[src/hdl/osd_pkg.sv]
package osd_pkg;

    // pulse classes
    localparam logic [1:0] CLASS_SWEEP = 2'd0;
    localparam logic [1:0] CLASS_SYNC  = 2'd1;
    localparam logic [1:0] CLASS_SKIP  = 2'd2;

    // configuration register indexes
    localparam logic [7:0] REG_CAL_ENABLE  = 8'd0;
    localparam logic [7:0] REG_SWEEP_LIMIT = 8'd1;
    localparam logic [7:0] REG_SKIP_LIMIT  = 8'd2;
    localparam logic [7:0] REG_SYNC_BATCH  = 8'd3;

    // configuration reset values
    localparam logic [15:0] SWEEP_LIMIT_RST = 16'd500;
    localparam logic [15:0] SKIP_LIMIT_RST  = 16'd990;
    localparam logic [7:0]  SYNC_BATCH_RST  = 8'd10;

    // station phases
    localparam logic [1:0] PHASE_NONE = 2'd0;
    localparam logic [1:0] PHASE_A    = 2'd1;
    localparam logic [1:0] PHASE_B    = 2'd2;

    // sync width bands for axis selection
    localparam logic [31:0] BAND_LOW = 32'd500;
    localparam logic [31:0] BAND_1   = 32'd675;
    localparam logic [31:0] BAND_2   = 32'd781;
    localparam logic [31:0] BAND_3   = 32'd885;
    localparam logic [31:0] BAND_4   = 32'd989;
    localparam logic [31:0] BAND_5   = 32'd1083;
    localparam logic [31:0] BAND_6   = 32'd1200;
    localparam logic [31:0] BAND_7   = 32'd1300;
    localparam logic [31:0] BAND_8   = 32'd1400;

    typedef struct packed {
        logic        light_level;
        logic [31:0] tick_time;
    } sample_t;

    typedef struct packed {
        logic        pulse_done;
        logic [1:0]  pulse_class;
        logic        axis_is_x;
        logic [31:0] station_a_x;
        logic [31:0] station_a_y;
        logic [31:0] station_b_x;
        logic [31:0] station_b_y;
        logic        cal_trigger;
        logic [31:0] batch_span;
        logic [31:0] cal_total;
    } result_t;

    typedef struct packed {
        logic        cal_enable;
        logic [15:0] sweep_limit;
        logic [15:0] skip_limit;
        logic [7:0]  sync_batch;
    } cfg_t;

    // classified pulse event handed from front to back
    typedef struct packed {
        logic        done;
        logic [1:0]  cls;
        logic        counted;
        logic        axis_hit;
        logic        axis_val;
        logic [31:0] start;
    } evt_t;

    typedef struct packed {
        logic full;
        logic empty;
    } q_stat_t;

endpackage

[src/hdl/osd_front.sv]
module osd_front
(
    input  logic              clk,
    input  logic              rst_n,
    input  logic              accept,
    input  osd_pkg::sample_t  sample,
    input  osd_pkg::cfg_t     cfg,
    output osd_pkg::evt_t     evt
);

    logic        prev_level_reg;
    logic        prev_level_next;
    logic        pulse_open_reg;
    logic        pulse_open_next;
    logic [31:0] pulse_start_reg;
    logic [31:0] pulse_start_next;
    logic [31:0] width;
    logic        rise;
    logic        fall;

    // edge detection and pulse width
    assign rise  = !prev_level_reg && sample.light_level;
    assign fall  = prev_level_reg && !sample.light_level && pulse_open_reg;
    assign width = sample.tick_time - pulse_start_reg;

    always_comb
    begin
        prev_level_next  = prev_level_reg;
        pulse_open_next  = pulse_open_reg;
        pulse_start_next = pulse_start_reg;
        if (accept)
        begin
            prev_level_next = sample.light_level;
            if (rise && !pulse_open_reg)
            begin
                pulse_open_next  = 1'b1;
                pulse_start_next = sample.tick_time;
            end
            else if (fall)
            begin
                pulse_open_next = 1'b0;
            end
        end
    end

    // classify width and pick axis band
    always_comb
    begin
        evt.done     = fall;
        evt.start    = pulse_start_reg;
        evt.cls      = osd_pkg::CLASS_SWEEP;
        evt.counted  = 1'b0;
        evt.axis_hit = 1'b1;
        evt.axis_val = 1'b0;
        if (fall)
        begin
            if (width < {16'd0, cfg.sweep_limit})
                evt.cls = osd_pkg::CLASS_SWEEP;
            else if (width < {16'd0, cfg.skip_limit})
                evt.cls = osd_pkg::CLASS_SYNC;
            else
                evt.cls = osd_pkg::CLASS_SKIP;
        end
        if (width > osd_pkg::BAND_LOW && width < osd_pkg::BAND_1)
        begin
            evt.axis_val = 1'b1;
            evt.counted  = 1'b1;
        end
        else if (width >= osd_pkg::BAND_1 && width < osd_pkg::BAND_2)
        begin
            evt.axis_val = 1'b0;
            evt.counted  = 1'b1;
        end
        else if (width >= osd_pkg::BAND_2 && width < osd_pkg::BAND_3)
        begin
            evt.axis_val = 1'b1;
            evt.counted  = 1'b1;
        end
        else if (width >= osd_pkg::BAND_3 && width < osd_pkg::BAND_4)
        begin
            evt.axis_val = 1'b0;
            evt.counted  = 1'b1;
        end
        else if (width >= osd_pkg::BAND_4 && width < osd_pkg::BAND_5)
            evt.axis_val = 1'b1;
        else if (width >= osd_pkg::BAND_5 && width < osd_pkg::BAND_6)
            evt.axis_val = 1'b0;
        else if (width >= osd_pkg::BAND_6 && width < osd_pkg::BAND_7)
            evt.axis_val = 1'b1;
        else if (width >= osd_pkg::BAND_7 && width < osd_pkg::BAND_8)
            evt.axis_val = 1'b0;
        else
            evt.axis_hit = 1'b0;
    end

    always_ff @(posedge clk or negedge rst_n)
    begin
        if (!rst_n)
        begin
            prev_level_reg  <= 1'b0;
            pulse_open_reg  <= 1'b0;
            pulse_start_reg <= 32'd0;
        end
        else
        begin
            prev_level_reg  <= prev_level_next;
            pulse_open_reg  <= pulse_open_next;
            pulse_start_reg <= pulse_start_next;
        end
    end

endmodule

[src/hdl/osd_fifo.sv]
module osd_fifo
#(
    parameter int DEPTH = 4
)
(
    input  logic               clk,
    input  logic               rst_n,
    input  logic               push,
    input  osd_pkg::evt_t      push_data,
    input  logic               pop,
    output osd_pkg::evt_t      head,
    output osd_pkg::q_stat_t   stat
);

    localparam int PW = (DEPTH > 2) ? $clog2(DEPTH) : 1;
    localparam int CW = $clog2(DEPTH + 1);
    localparam logic [PW-1:0] LAST  = PW'(DEPTH - 1);
    localparam logic [CW-1:0] FULLC = CW'(DEPTH);

    osd_pkg::evt_t mem [DEPTH];

    logic [PW-1:0] wr_ptr_reg;
    logic [PW-1:0] rd_ptr_reg;
    logic [CW-1:0] count_reg;
    logic [CW-1:0] count_next;

    assign stat.full  = (count_reg == FULLC);
    assign stat.empty = (count_reg == '0);
    assign head       = mem[rd_ptr_reg];

    // occupancy update
    always_comb
    begin
        count_next = count_reg;
        if (push && !pop)
            count_next = count_reg + CW'(1);
        else if (!push && pop)
            count_next = count_reg - CW'(1);
    end

    // storage
    always_ff @(posedge clk)
    begin
        if (push)
            mem[wr_ptr_reg] <= push_data;
    end

    always_ff @(posedge clk or negedge rst_n)
    begin
        if (!rst_n)
        begin
            wr_ptr_reg <= '0;
            rd_ptr_reg <= '0;
            count_reg  <= '0;
        end
        else
        begin
            count_reg <= count_next;
            if (push)
                wr_ptr_reg <= (wr_ptr_reg == LAST) ? '0 : wr_ptr_reg + PW'(1);
            if (pop)
                rd_ptr_reg <= (rd_ptr_reg == LAST) ? '0 : rd_ptr_reg + PW'(1);
        end
    end

endmodule

[src/hdl/osd_back.sv]
module osd_back
(
    input  logic              clk,
    input  logic              rst_n,
    input  logic              pop,
    input  osd_pkg::evt_t     evt,
    input  osd_pkg::cfg_t     cfg,
    input  logic              result_stall,
    output logic              result_valid,
    output osd_pkg::result_t  result
);

    logic [31:0] ref_start_reg;
    logic [31:0] ref_start_next;
    logic [1:0]  phase_reg;
    logic [1:0]  phase_next;
    logic [1:0]  pending_reg;
    logic [1:0]  pending_next;
    logic        axis_reg;
    logic        axis_next;
    logic [7:0]  count_reg;
    logic [7:0]  count_next;
    logic [31:0] batch_start_reg;
    logic [31:0] batch_start_next;
    logic [31:0] angle_reg [4];
    logic [31:0] angle_next [4];
    logic [31:0] span_reg;
    logic [31:0] span_next;
    logic [31:0] total_reg;
    logic [31:0] total_next;
    logic        trig;
    logic [31:0] delay;
    logic        out_valid_reg;
    osd_pkg::result_t out_reg;

    assign delay        = evt.start - ref_start_reg;
    assign result_valid = out_valid_reg;
    assign result       = out_reg;

    // execute one classified event
    always_comb
    begin
        ref_start_next   = ref_start_reg;
        phase_next       = phase_reg;
        pending_next     = pending_reg;
        axis_next        = axis_reg;
        count_next       = count_reg;
        batch_start_next = batch_start_reg;
        angle_next       = angle_reg;
        span_next        = span_reg;
        total_next       = total_reg;
        trig             = 1'b0;
        if (evt.done)
        begin
            case (evt.cls)
                osd_pkg::CLASS_SYNC:
                begin
                    ref_start_next = evt.start;
                    if (phase_reg != osd_pkg::PHASE_NONE)
                    begin
                        if (evt.axis_hit)
                            axis_next = evt.axis_val;
                        if (evt.counted)
                            count_next = count_reg + 8'd1;
                    end
                    if (phase_reg == osd_pkg::PHASE_A || phase_reg == osd_pkg::PHASE_B)
                        pending_next = phase_reg;
                    if (count_next == 8'd1)
                        batch_start_next = evt.start;
                    if (count_next == cfg.sync_batch && cfg.cal_enable)
                    begin
                        count_next = 8'd0;
                        span_next  = evt.start - batch_start_next;
                        total_next = total_reg + 32'd1;
                        trig       = 1'b1;
                    end
                end
                osd_pkg::CLASS_SWEEP:
                begin
                    phase_next = osd_pkg::PHASE_A;
                    if (pending_reg == osd_pkg::PHASE_A)
                    begin
                        if (axis_reg)
                            angle_next[0] = delay;
                        else
                            angle_next[1] = delay;
                        pending_next = osd_pkg::PHASE_NONE;
                    end
                    else if (pending_reg == osd_pkg::PHASE_B)
                    begin
                        if (axis_reg)
                            angle_next[2] = delay;
                        else
                            angle_next[3] = delay;
                        pending_next = osd_pkg::PHASE_NONE;
                    end
                end
                osd_pkg::CLASS_SKIP:
                begin
                    if (phase_reg == osd_pkg::PHASE_A)
                        phase_next = osd_pkg::PHASE_B;
                end
                default:
                begin
                end
            endcase
        end
    end

    // decoder state, advanced once per popped event
    always_ff @(posedge clk or negedge rst_n)
    begin
        if (!rst_n)
        begin
            ref_start_reg   <= 32'd0;
            phase_reg       <= osd_pkg::PHASE_NONE;
            pending_reg     <= osd_pkg::PHASE_NONE;
            axis_reg        <= 1'b0;
            count_reg       <= 8'd0;
            batch_start_reg <= 32'd0;
            angle_reg       <= '{default: 32'd0};
            span_reg        <= 32'd0;
            total_reg       <= 32'd0;
        end
        else if (pop)
        begin
            ref_start_reg   <= ref_start_next;
            phase_reg       <= phase_next;
            pending_reg     <= pending_next;
            axis_reg        <= axis_next;
            count_reg       <= count_next;
            batch_start_reg <= batch_start_next;
            angle_reg       <= angle_next;
            span_reg        <= span_next;
            total_reg       <= total_next;
        end
    end

    // output register
    always_ff @(posedge clk or negedge rst_n)
    begin
        if (!rst_n)
            out_valid_reg <= 1'b0;
        else if (pop)
            out_valid_reg <= 1'b1;
        else if (!result_stall)
            out_valid_reg <= 1'b0;
    end

    always_ff @(posedge clk)
    begin
        if (pop)
        begin
            out_reg.pulse_done  <= evt.done;
            out_reg.pulse_class <= evt.cls;
            out_reg.axis_is_x   <= axis_next;
            out_reg.station_a_x <= angle_next[0];
            out_reg.station_a_y <= angle_next[1];
            out_reg.station_b_x <= angle_next[2];
            out_reg.station_b_y <= angle_next[3];
            out_reg.cal_trigger <= trig;
            out_reg.batch_span  <= span_next;
            out_reg.cal_total   <= total_next;
        end
    end

endmodule

[src/hdl/optical_sync_sweep_pulse_decoder_top.sv]
// path: a sample's event is written into the event queue and, once popped, into the output
// register; each event waiting ahead of it in the queue delays its result further
// throughput: one sample per cycle while the event queue, which absorbs result-side stalls,
// is not full; the front classifies and the back runs one event per cycle if not stalled
// reset: asynchronous active low; clears pulse and station state, angles, counters and
// the queue, and loads the configuration defaults
module optical_sync_sweep_pulse_decoder_top
#(
    parameter int QUEUE_DEPTH = 4
)
(
    input  logic              clk,
    input  logic              rst_n,
    input  logic              sample_valid,
    output logic              sample_stall,
    input  osd_pkg::sample_t  sample,
    output logic              result_valid,
    input  logic              result_stall,
    output osd_pkg::result_t  result,
    input  logic              cfg_valid,
    output logic              cfg_ready,
    input  logic [7:0]        cfg_index,
    input  logic [15:0]       cfg_data
);

    osd_pkg::cfg_t    cfg_reg;
    osd_pkg::evt_t    front_evt;
    osd_pkg::evt_t    q_head;
    osd_pkg::q_stat_t q_stat;
    logic             accept;
    logic             pop;

    assign cfg_ready    = 1'b1;
    assign sample_stall = q_stat.full;
    assign accept       = sample_valid && !q_stat.full;
    assign pop          = !q_stat.empty && (!result_valid || !result_stall);

    // configuration registers
    always_ff @(posedge clk or negedge rst_n)
    begin
        if (!rst_n)
        begin
            cfg_reg.cal_enable  <= 1'b0;
            cfg_reg.sweep_limit <= osd_pkg::SWEEP_LIMIT_RST;
            cfg_reg.skip_limit  <= osd_pkg::SKIP_LIMIT_RST;
            cfg_reg.sync_batch  <= osd_pkg::SYNC_BATCH_RST;
        end
        else if (cfg_valid && cfg_ready)
        begin
            case (cfg_index)
                osd_pkg::REG_CAL_ENABLE:  cfg_reg.cal_enable  <= cfg_data[0];
                osd_pkg::REG_SWEEP_LIMIT: cfg_reg.sweep_limit <= cfg_data;
                osd_pkg::REG_SKIP_LIMIT:  cfg_reg.skip_limit  <= cfg_data;
                osd_pkg::REG_SYNC_BATCH:  cfg_reg.sync_batch  <= cfg_data[7:0];
                default:
                begin
                end
            endcase
        end
    end

    // edge detection and classification
    osd_front u_front
    (
        .clk    (clk),
        .rst_n  (rst_n),
        .accept (accept),
        .sample (sample),
        .cfg    (cfg_reg),
        .evt    (front_evt)
    );

    // event queue
    osd_fifo #(.DEPTH(QUEUE_DEPTH)) u_fifo
    (
        .clk       (clk),
        .rst_n     (rst_n),
        .push      (accept),
        .push_data (front_evt),
        .pop       (pop),
        .head      (q_head),
        .stat      (q_stat)
    );

    // station and calibration bookkeeping
    osd_back u_back
    (
        .clk          (clk),
        .rst_n        (rst_n),
        .pop          (pop),
        .evt          (q_head),
        .cfg          (cfg_reg),
        .result_stall (result_stall),
        .result_valid (result_valid),
        .result       (result)
    );

    // a calibration trigger only comes from a closed sync pulse
    a_trig_sync: assert property (@(posedge clk) disable iff (!rst_n)
        result_valid && result.cal_trigger |->
            result.pulse_done && result.pulse_class == osd_pkg::CLASS_SYNC)
        else $error("calibration trigger without sync pulse");

    // no class without a closed pulse
    a_class_idle: assert property (@(posedge clk) disable iff (!rst_n)
        result_valid && !result.pulse_done |-> result.pulse_class == osd_pkg::CLASS_SWEEP)
        else $error("pulse class set without closed pulse");

    // the queue is never full and empty at once
    a_queue_stat: assert property (@(posedge clk) disable iff (!rst_n)
        q_stat.full |-> !q_stat.empty)
        else $error("queue status inconsistent");

    // trigger total holds across popped events that close no pulse
    a_total_step: assert property (@(posedge clk) disable iff (!rst_n)
        pop && $past(pop) && !q_head.done |=> result.cal_total == $past(result.cal_total))
        else $error("trigger total moved without a pulse");

endmodule

[config.mk]
export PLATFORM = sky130hd
export DESIGN_NAME = optical_sync_sweep_pulse_decoder_top
export DESIGN_NICKNAME = d
export VERILOG_FILES = /design/src/hdl/osd_pkg.sv /design/src/hdl/osd_front.sv /design/src/hdl/osd_fifo.sv /design/src/hdl/osd_back.sv /design/src/hdl/optical_sync_sweep_pulse_decoder_top.sv
export SDC_FILE = /design/constraint.sdc
export NUM_CORES = 1
export LEC_CHECK = 0
export BUFFER_PORTS_ARGS = -buffer_cell sky130_fd_sc_hd__buf_2
export CAP_MARGIN = 15
export CORE_UTILIZATION = 37
export CTS_CLUSTER_DIAMETER = 120
export DETAILED_ROUTE_END_ITERATION = 8
export PLACE_DENSITY_LB_ADDON = 0.08
export SYNTH_ARGS = -nofsm -noshare
export SYNTH_HDL_FRONTEND = slang
export SYNTH_SLANG_ARGS = --single-unit
[constraint.sdc]
create_clock -name clk -period 7.51 [get_ports clk]
set_input_delay 0.751 -clock clk [delete_from_list [all_inputs] [get_ports clk]]
set_output_delay 0.751 -clock clk [all_outputs]
set_load 0.02 [all_outputs]
==> metrics.md, run 1 <==
| Metric | Value |
|---|---|
| Post-synthesis sequential area ratio | `57.12%` |
| Initial Utilization | `37.44%` |
| Sink Count | `701` |
| Synth Instances | `2,958` |
| Max VDD drop | `0.0002189 V` |
| Number of I/O port buffers | `260` |
| Global-route wire length before repair | `133,800 um` |
| Hpwl dp | `59,860 um` |
| Worst-skew pair later-pin latency | `0.64 ns` |
| Async S/R FF share, synth | `50.21%` |
| Static leakage | `16.97 nW` |
| Max Cap Violations | `0` |
| Htree depth | `3` |
| Reg clk slew, reported paths | `0.06 ns` |
| Cell count along the critical path | `21` |
| Layout cells sized above 1 | `20.25%` |
| Post-synth top flop | `edfxtp_1` |
| Core Box Area | `90,290 um^2` |
| CP Capture Type | `flop` |
| Setup TNS | `0 ns` |
| Top Family by Delay on Critical Path | `compound AO/OA/AOI/OAI gates` |
| Hold WC Path Type | `in2async` |
| Worst Path Max Fanout | `35` |
| Clock Skew | `0.04564 ns` |
| Residual DRC count | `0` |
| Slowest stage cell, crit path | `or3_2` |
| WP buf/inv | `2` |
| R2r worst-path depth | `21` |
| CP startpoint kind | `flop` |
| Critical path class | `reg2reg` |
| Clk buf depth | `3` |
| Vias in the first global route | `23,100` |
| ANT cells | `0` |
| Tcrit/Tclk final | `76.94%` |
| Power Density | `517.4 nW/um^2` |
| CP max stage delay | `0.89 ns` |
| Post-synth EDFFs | `349` |
| Setup ws final | `1.732 ns` |
| Drt via density | `5.112` |
| Final min period | `5.778 ns` |
| Congestion Overflow GR | `0` |
| WL per Instance | `19.10 um` |
| Worst-margin pin slew | `1.063 ns` |
| TritonCTS Buffers | `82` |
| I/O Pins | `262` |
| WL final | `85,280 um` |
| Final ANT Viol Nets | `0` |
| Yosys top cell area share | `31.00%` |
| Arr. time, crit path | `6.16 ns` |
| Fmax | `0.1731 GHz` |
| Max reg flops | `197` |
| Area delta synth->final | `15.52%` |
| Worst slew margin | `28.94%` |
| Setup WS pre-CTS | `1.752 ns` |
| Area contributors post-synth | `edfxtp_1 (31%), dfrtp_1 (25%), nand2_1 (7.0%)` |
| Cts repair resizes | `0` |
| DR iter-0 viols | `1,511` |
| Post-synth net total | `3,157` |
| Synth cell types | `83` |
| Rows | `110` |
| Root Driver | `clkbuf_16` |
| Initial antenna violation count | `1` |
| Avg Cell Area, Syn | `11.43 um^2` |
| DIE HEIGHT | `304.3 um` |
| Die Area | `92,570 um^2` |
| Drt pass-1 iters | `6` |
| Largest net degree at the start of global routing | `108` |
| Post-layout total power | `20.20 mW` |
| Max Slew Vio Count | `0` |
| Worst Path Required | `7.89 ns` |
| Yosys warns | `0` |
| Crit-path cells | `inv_1 > ha_1 > inv_1 > nand2_1 > nor4_1 > a31oi_1 > or3_2 > nand2_1 > o21ai_0 > ha_1 > fa_1 > nor2b_1 > o31a_1 > o21ai_0 > a31oi_1 > o21ai_0 > a21oi_1 > nand2_1 > o21ai_0 > xor2_1 > mux2_2` |
| Die span in x | `304.3 um` |
| Vias | `22,820` |
| Fin nets | `3,419` |
| Gr usage total | `18.34%` |
| # Post-CTS Setup Buffers | `0` |
| CTS Hold Bufs | `0` |
| Seq cells post-synth | `701` |
| Final setup fails | `0` |
| Crit-path most repeated cell | `o21ai_0` |
| Synth Cell Area | `33,800 um^2` |
| Synth area leader | `edfxtp_1` |
| Status | `finished, final reports clean` |
| RSZ-0062 raised after global routing | `false` |
| CTS tree | `yes` |
| Final hold viol count | `0` |
| Routability cong. | `0.8806` |
cell usage in the layout (no fill, tap or decap), types with 11 or more instances in the layout:
cell type  netlist  layout
a21o_1          51      50
edfxtp_1       349     349
nand4_1         25      25
clkbuf_16        0      82
inv_1          141     140
buf_2            5     259
and3_1          19      19
nor2b_1         16      14
nand2_1        634     631
xor2_1          81      81
a211oi_1        12      12
a21oi_1         89      89
clkinv_2         0      14
clkinv_1         2      17
mux2_2         175     175
clkbuf_1        87      20
o31ai_1         21      21
mux2i_1         33      33
nand2b_1        18      17
dfstp_2         16      16
or3_1           12      11
buf_4            1      24
a31oi_1         22      22
xnor2_1         70      70
nor3_1          35      35
o21a_1          21      21
nor2_1          98      97
nand3_1         37      37
o211ai_1        12      12
o21bai_1        11      11
mux4_2          38      38
o21ai_0        215     215
and2_1          18      17
ha_1           133     133
dfrtp_1        336     335
logic make-up after synthesis:
group           after synthesis  synth area share (%)
simple gates                960                 12.38
buf+inv                     251                 2.839
other cells                   1               0.01109
flops                       701                 57.12
xor+xnor                    151                 3.913
fa+ha+maj                   137                 5.160
compound gates              511                 9.232
mux                         246                 9.339
final timing paths:
path / slack [ns] / from / end
max in group asynchronous: 5.98 / rst_n / u_fifo.rd_ptr_reg[0]
min in group clk: 0.35 / result_stall / u_back.result_valid
hold reg to reg: 0.47 / u_back.angle_reg[53] / u_back.angle_reg[53]
setup reg to reg: 1.73 / u_back.phase_reg[0] / u_back.result[62]
setup / recovery: 1.73 / u_back.phase_reg[0] / u_back.result[62]
hold / removal: 0.16 / rst_n / u_back.total_reg[6]
where the power goes:
part	total, mW	leakage (nW)	internal (mW)	switching [mW]
sequential	6.09	7.92	5.51	0.573
combinational	10.3	7.79	3.61	6.69
clock	3.82	1.27	2.22	1.60
total	20.2	17.0	11.3	8.86
final cells by class:
| cell class | count | area, um^2 |
|---|---|---|
| clock buffer | 111 | 2251 |
| clock inverter | 42 | 371.6 |
| fill | 8529 | 51240 |
| inverter | 143 | 544.3 |
| multi-input combinational | 2006 | 13570 |
| sequential | 701 | 19310 |
| tap | 1176 | 1471 |
| timing repair buffer | 286 | 1531 |
layer usage:
metal	global-route usage, %	part of all wire (%)	routed length, um
met5	0	0.0094	8
met4	5.297	2.4	2072
met2	30.49	48	40530
met1	25.00	46	39610
met3	2.444	3.6	3049
Yosys cell counts, types with 7 or more instances:
cell	instances
dfrtp_1	336
o21ai_0	215
nand2_1	634
xnor2_1	70
dfstp_2	16
o211ai_1	12
a211oi_1	12
and2_1	18
nand4_1	25
and3_1	19
mux2i_1	33
nor2b_1	16
inv_1	141
o31ai_1	21
nor4_1	7
nor3_1	35
or3_1	12
o21bai_1	11
mux2_2	175
o21a_1	21
edfxtp_1	349
a31oi_1	22
clkbuf_1	87
a21o_1	51
mux4_2	38
ha_1	133
nand2b_1	18
nor3b_1	7
xor2_1	81
a21oi_1	89
nor2_1	98
nand3_1	37
buf_1	14
per-stage QoR:
step                      cells  instance area, um^2  util [%]  hold WS, ns
after floorplan            2958                33810         -       0.4401
after global placement     4312                36420     40.34       0.4517
after detailed placement   4312                36420     40.34       0.4570
after CTS                  4465                39050     43.25       0.1651
after global routing       4465                39050     43.25       0.2108
final                      4465                39050     43.25       0.1567
Note: power is estimated with default switching activity, not from simulation.
==> run 2: changes to the inputs <==
Clock period 7.51 ns to 5.98 ns, I/O delays scaled along.
==> run 2 against run 1 <==
  * The run now ends with negative hold slack left
  * Clock power increased by 31%
  * Non-clock buffer count grew 14
  * Via count fell by 0.13%
  * Cell area is 0.51% higher
  * Die area unchanged
  * Final cell count is 0.25% higher
  * Sequential cell count unchanged
  * Clock skew is 0.0017 ns lower
  * Setup slack worse by 1.2 ns
  * Critical path depth down 3
  * Worst hold slack worse by 0.17 ns
  * Global-route usage up 0.097 points
  * Largest cell class unchanged
==> metrics.md, run 2 (same netlist as run 1, synthesis figures left out) <==
| Metric | Value |
|---|---|
| I/O Pins | `262` |
| Reg clk slew, reported paths | `0.06 ns` |
| Crit-path cells | `mux4_2 > nand2_1 > nor4_1 > a31oi_1 > or3_2 > a21oi_1 > ha_1 > nor2b_1 > o2111ai_1 > and4b_1 > o31ai_1 > buf_4 > a311oi_1 > nor2_1 > a21o_1 > a21oi_1 > xnor2_1 > mux2_2` |
| Most common cell after layout, fill and taps aside | `nand2_1` |
| Drt pass-1 iters | `5` |
| Most frequent cells in the layout | `nand2_1 (631), edfxtp_1 (349), dfrtp_1 (335)` |
| Vias | `22,790` |
| WP buf/inv | `1` |
| Root Driver | `clkbuf_16` |
| Layout cells sized above 1 | `20.79%` |
| CP Capture Type | `flop` |
| Vias in the first global route | `22,900` |
| Die span in x | `304.3 um` |
| Max Slew Vio Count | `0` |
| Sink Count | `701` |
| # Post-CTS Setup Buffers | `0` |
| Htree depth | `3` |
| Clk buf depth | `3` |
| Hold WC Path Type | `in2async` |
| Drt via density | `5.092` |
| WL per Instance | `19.03 um` |
| Worst Path Required | `6.36 ns` |
| Final setup fails | `0` |
| Fmax | `0.1827 GHz` |
| Area of the multi-input gates | `13,570 um^2` |
| Setup TNS | `0 ns` |
| Hpwl dp | `60,560 um` |
| Final min period | `5.474 ns` |
| Register cell area after layout | `19,310 um^2` |
| Residual DRC count | `0` |
| Core Box Area | `90,290 um^2` |
| RSZ-0062 raised after global routing | `false` |
| Top Family by Delay on Critical Path | `simple AND/OR/NAND/NOR gates` |
| DIE HEIGHT | `304.3 um` |
| Status | `finished, violations left` |
| ANT cells | `0` |
| Static leakage | `17.09 nW` |
| Number of I/O port buffers | `260` |
| DR iter-0 viols | `1,404` |
| Worst Path Max Fanout | `18` |
| CTS tree | `yes` |
| Initial antenna violation count | `1` |
| Clock Skew | `0.04390 ns` |
| Gr usage total | `18.43%` |
| Worst slew margin | `32.26%` |
| Failing checks | `negative hold slack` |
| Global-route wire length before repair | `134,000 um` |
| Arr. time, crit path | `5.86 ns` |
| Die Area | `92,570 um^2` |
| Final hold viol count | `6` |
| Initial Utilization | `37.44%` |
| Largest net degree at the start of global routing | `122` |
| Worst-margin pin slew | `1.008 ns` |
| CP max stage delay | `0.74 ns` |
| Crit-path most repeated cell | `a21oi_1` |
| Area delta synth->final | `16.10%` |
| Max Cap Violations | `0` |
| Routability cong. | `0.8386` |
| Fin nets | `3,431` |
| Worst hold slack | `-0.01787 ns` |
| Rows | `110` |
| WL final | `85,170 um` |
| Max VDD drop | `0.0002720 V` |
| TritonCTS Buffers | `80` |
| Max reg flops | `197` |
| Critical path class | `reg2reg` |
| Power Density | `651.5 nW/um^2` |
| Slowest stage cell, crit path | `or3_2` |
| Tcrit/Tclk final | `91.54%` |
| CTS Hold Bufs | `0` |
| Post-layout total power | `25.57 mW` |
| Fillers | `8,447` |
| CP startpoint kind | `flop` |
| Worst-skew pair later-pin latency | `0.65 ns` |
| Final ANT Viol Nets | `0` |
| Congestion Overflow GR | `0` |
[run 2: changes by cell type in the layout (fill, tap and decap cells not counted), moves of 4 or more]
cell,change
clkinv_8,-4
buf_4,+15
clkinv_2,-5
clkinv_1,-8
inv_16,+4
clkbuf_8,+5
[run 2: cell type report]
class | count | area share [%]
clock buffers | 115 | 5.847
clock inverters | 35 | 1.087
well taps | 1176 | 3.749
flip-flops and latches | 701 | 49.20
repair buffers | 300 | 4.138
inverters | 143 | 1.387
multi-input cells | 2006 | 34.59
[run 2: worst register-to-register path, cell delays in order, from the launching register on]
cell and delay [ns]:
dfrtp_2 0.41, mux4_2 0.45, nand2_1 0.17, nor4_1 0.27, a31oi_1 0.09, or3_2 0.74, a21oi_1 0.32, ha_1 0.27
nor2b_1 0.14, o2111ai_1 0.25, and4b_1 0.30, o31ai_1 0.09, buf_4 0.15, a311oi_1 0.65, nor2_1 0.20, a21o_1 0.20
a21oi_1 0.16, xnor2_1 0.10, mux2_2 0.26
[run 2: report_power, final]
group | switching, mW | internal [mW] | total [mW]
combinational | 8.34 | 4.59 | 12.9
clock | 2.03 | 2.96 | 5.00
sequential | 0.713 | 6.92 | 7.63
total | 11.1 | 14.5 | 25.6
[run 2: worst paths after layout]
check | startpoint | end | slack (ns) | cells after the start
worst max-delay path | u_fifo.rd_ptr_reg[0] | u_back.result[63] | 0.51 | 18
worst min-delay path | rst_n | u_back.angle_reg[76] | -0.02 | 1
worst max register to register | u_fifo.rd_ptr_reg[0] | u_back.result[63] | 0.51 | 18
worst min register to register | u_back.angle_reg[104] | u_back.angle_reg[104] | 0.47 | 2
max in group asynchronous | rst_n | u_back.span_reg[9] | 4.53 | 2
min in group clk | result_stall | u_back.result_valid | 0.19 | 3
[run 2: per-layer routing]
layer	up-vias	part of all wire [%]	routed length, um	global-route usage (%)
li1	11050	-	-	-
met1	11200	47	39770	25.05
met2	425	48	40550	30.73
met3	117	3.6	3054	2.925
met4	2	2.1	1782	4.592
met5	-	0.013	11	0
[run 2: stage by stage]
| stage | hold slack, ns | area (um^2) | worst slack [ns] | utilization [%] | cells |
|---|---|---|---|---|---|
| 5_1_grt | 0.01310 | 39240 | 0.09779 | 43.47 | 4476 |
| 3_5_place_dp | 0.4569 | 36520 | 0.4442 | 40.44 | 4326 |
| 2_1_floorplan | 0.3024 | 33810 | 1.067 | - | 2958 |
| 3_3_place_gp | 0.4513 | 36520 | 0.4661 | 40.44 | 4326 |
| 4_1_cts | 0.008049 | 39240 | 0.4071 | 43.46 | 4476 |
| 6_report | -0.01787 | 39240 | 0.5060 | 43.47 | 4476 |
[run 2: what timing repair did]
item / CTS / global route
endpoints found under the setup margin: 0 / 1
hold endpoints to repair: 0 / 0
gates resized for setup: 0 / 1
==> run 3: changes to the inputs <==
Settings changed: REMOVE_ABC_BUFFERS set to 1.
==> run 3 against run 2 <==
  * The flow now finishes without violations
  * First-iteration DRC count is 11% lower
  * Routed wire length up 2.3%
  * Largest cell class unchanged
  * Highest routed layer unchanged
  * Final cell count hardly changed
  * Count of clock-buffer cells in the layout fell by 6
  * Largest power group unchanged
  * Non-clock buffer count grew 4
  * Die area did not move
  * Sequential share of layout area decreased by 0.075 points
  * Core utilization increased by 0.066 points
  * Critical path depth increased by 3
  * Sequential power is essentially flat
  * Total power is 1.2% higher
  * Combinational power barely moved
==> metrics.md, run 3 (same netlist as run 1, synthesis figures left out) <==
| Metric | Value |
|---|---|
| Clk buf depth | `3` |
| Reg power frac | `29.5%` |
| Switching Share | `43.42%` |
| Worst slew margin | `23.03%` |
| CTS Hold Bufs | `0` |
| CTS tree | `yes` |
| Vias in the first global route | `23,540` |
| Most frequent cells in the layout | `nand2_1 (631), edfxtp_1 (349), dfrtp_1 (335)` |
| Final min period | `5.454 ns` |
| Reg2reg start | `u_back.phase_reg[0]` |
| I/O Pins | `262` |
| TritonCTS Buffers | `80` |
| Gr usage total | `18.91%` |
| CP Capture Type | `flop` |
| Fillers | `8,508` |
| Crit path launch | `u_back.phase_reg[0]` |
| Drt pass-1 iters | `5` |
| Slowest stage cell, crit path | `or3_4` |
| Max Cap Violations | `0` |
| CP startpoint kind | `flop` |
| Initial Utilization | `37.44%` |
| Tcrit/Tclk final | `91.20%` |
| Hpwl dp | `61,360 um` |
| Congestion Overflow GR | `0` |
| RSZ-0062 raised after global routing | `false` |
| Reg clk slew, reported paths | `0.06 ns` |
| Layout cells sized above 1 | `20.89%` |
| Post-layout total power | `25.86 mW` |
| Power Density | `657.9 nW/um^2` |
| Final ANT Viol Nets | `0` |
| Crit-path cells | `inv_1 > ha_1 > inv_1 > nand2_1 > nor4_1 > a31oi_1 > or3_4 > buf_4 > mux2i_1 > ha_1 > nand4_1 > a2111oi_0 > o21ai_0 > a31oi_1 > buf_4 > o21ai_0 > a21oi_1 > nand2_1 > o21ai_0 > xor2_1 > mux2_2` |
| R2R setup slack | `0.53 ns` |
| DR iter-0 viols | `1,254` |
| Worst Path Max Fanout | `19` |
| Worst-skew pair later-pin latency | `0.64 ns` |
| WL final | `87,130 um` |
| Drt via density | `5.121` |
| Fmax | `0.1834 GHz` |
| Residual DRC count | `0` |
| Vias | `22,940` |
| Root Driver | `clkbuf_16` |
| Largest net degree at the start of global routing | `109` |
| DIE HEIGHT | `304.3 um` |
| CP max stage delay | `0.53 ns` |
| Arr. time, crit path | `5.83 ns` |
| Clock Skew | `0.02095 ns` |
| Initial antenna violation count | `2` |
| Sink Count | `701` |
| Static leakage | `17.13 nW` |
| WL per Instance | `19.45 um` |
| Hold WC Path Type | `in2async` |
| Die Area | `92,570 um^2` |
| Number of I/O port buffers | `260` |
| Max Slew Vio Count | `0` |
| Internal power | `14.63 mW` |
| Crit-path most repeated cell | `o21ai_0` |
| Most common cell after layout, fill and taps aside | `nand2_1` |
| Htree depth | `3` |
| Fin nets | `3,435` |
| Core Box Area | `90,290 um^2` |
| Routability cong. | `0.8703` |
| Status | `finished, final reports clean` |
| Final hold viol count | `0` |
| Clock network power share | `19.5%` |
| Final setup fails | `0` |
| Setup TNS | `0 ns` |
| Max VDD drop | `0.0003206 V` |
| Worst-margin pin slew | `1.146 ns` |
| Non-filler instance count after layout | `4,480` |
| Area delta synth->final | `16.28%` |
| Gate power share | `50.9%` |
| Die span in x | `304.3 um` |
| Sw Pwr | `11.23 mW` |
| Placed Instances | `4,330` |
| Critical path class | `reg2reg` |
| Worst Path Required | `6.35 ns` |
| Rows | `110` |
| Max reg flops | `197` |
| Global-route wire length before repair | `137,100 um` |
## run 3: changes by cell type in the layout (fill, tap and decap cells not counted), sizes merged
cell / change
buf: +4
bufinv: +3
clkbuf: -6
clkinv: +5
clkinvlp: -2
diode: +1
inv: -1
## run 3: cell type report
| class | count | area (um^2) | area share [%] |
|---|---|---|---|
| flip-flops and latches | 701 | 19310 | 49.13 |
| multi-input cells | 2006 | 13570 | 34.53 |
| clock buffers | 109 | 2243 | 5.708 |
| repair buffers | 304 | 1679 | 4.272 |
| well taps | 1176 | 1471 | 3.744 |
| inverters | 143 | 544.3 | 1.385 |
| clock inverters | 40 | 480.5 | 1.222 |
| diodes | 1 | 2.502 | 0.006367 |
## run 3: final timing paths
| path | cells past startpoint | to |
|---|---|---|
| worst min-delay path | 1 | u_front.pulse_start_reg[30] |
| worst max-delay path | 21 | u_back.result[62] |
| worst min register to register | 2 | u_back.angle_reg[99] |
| min in group clk | 3 | u_back.result_valid |
| max in group asynchronous | 2 | u_back.angle_reg[75] |
| worst max register to register | 21 | u_back.result[62] |
## run 3: metal layers
layer  global-route usage (%)  up-vias  part of all wire (%)
li1                         -    11060                     -
met1                    24.99    11320                    46
met2                    32.38      445                    48
met3                    2.974      118                   3.7
met4                    4.733        2                   2.1
met5                        0        -                 0.015
## run 3: repair_timing
item                       CTS  global route
setup buffers                0             0
hold endpoints to repair     0             0
resized for setup            0             1
setup endpoints to repair    0             2
## run 3: power groups by stage
| stage | Combinational, mW | Clock (mW) | Sequential, mW |
|---|---|---|---|
| detailed placement | 13.2 | 0 | 7.75 |
| global route | 14.5 | 5.39 | 7.82 |
| CTS | 13.2 | 5.20 | 7.66 |
| finish | 13.2 | 5.05 | 7.63 |
| floorplan | 8.26 | 0 | 8.29 |
| global placement | 12.9 | 0 | 7.69 |
## run 3: stage by stage
stage / utilization, % / worst slack [ns] / instance area (um^2) / hold slack [ns]
finish: 43.53 / 0.5264 / 39300 / 0.004243
global route: 43.53 / 0.09907 / 39300 / 0.04684
CTS: 43.53 / 0.3473 / 39300 / 0.02286
detailed placement: 40.51 / 0.4128 / 36570 / 0.4582
global placement: 40.51 / 0.4844 / 36570 / 0.4512
floorplan: - / -4.082 / 33380 / 0.3024
## run 3: critical path, delay by kind of cell (launching register included)
family,cells,cell delay [ns]
AND/OR/NAND/NOR,5,1.21
XOR/XNOR,1,0.12
AO/OA/AOI/OAI,7,1.74
multiplexers,2,0.44
buffers and inverters,4,0.71
adder cells (fa/ha/maj),2,0.56
flip-flops,1,0.39
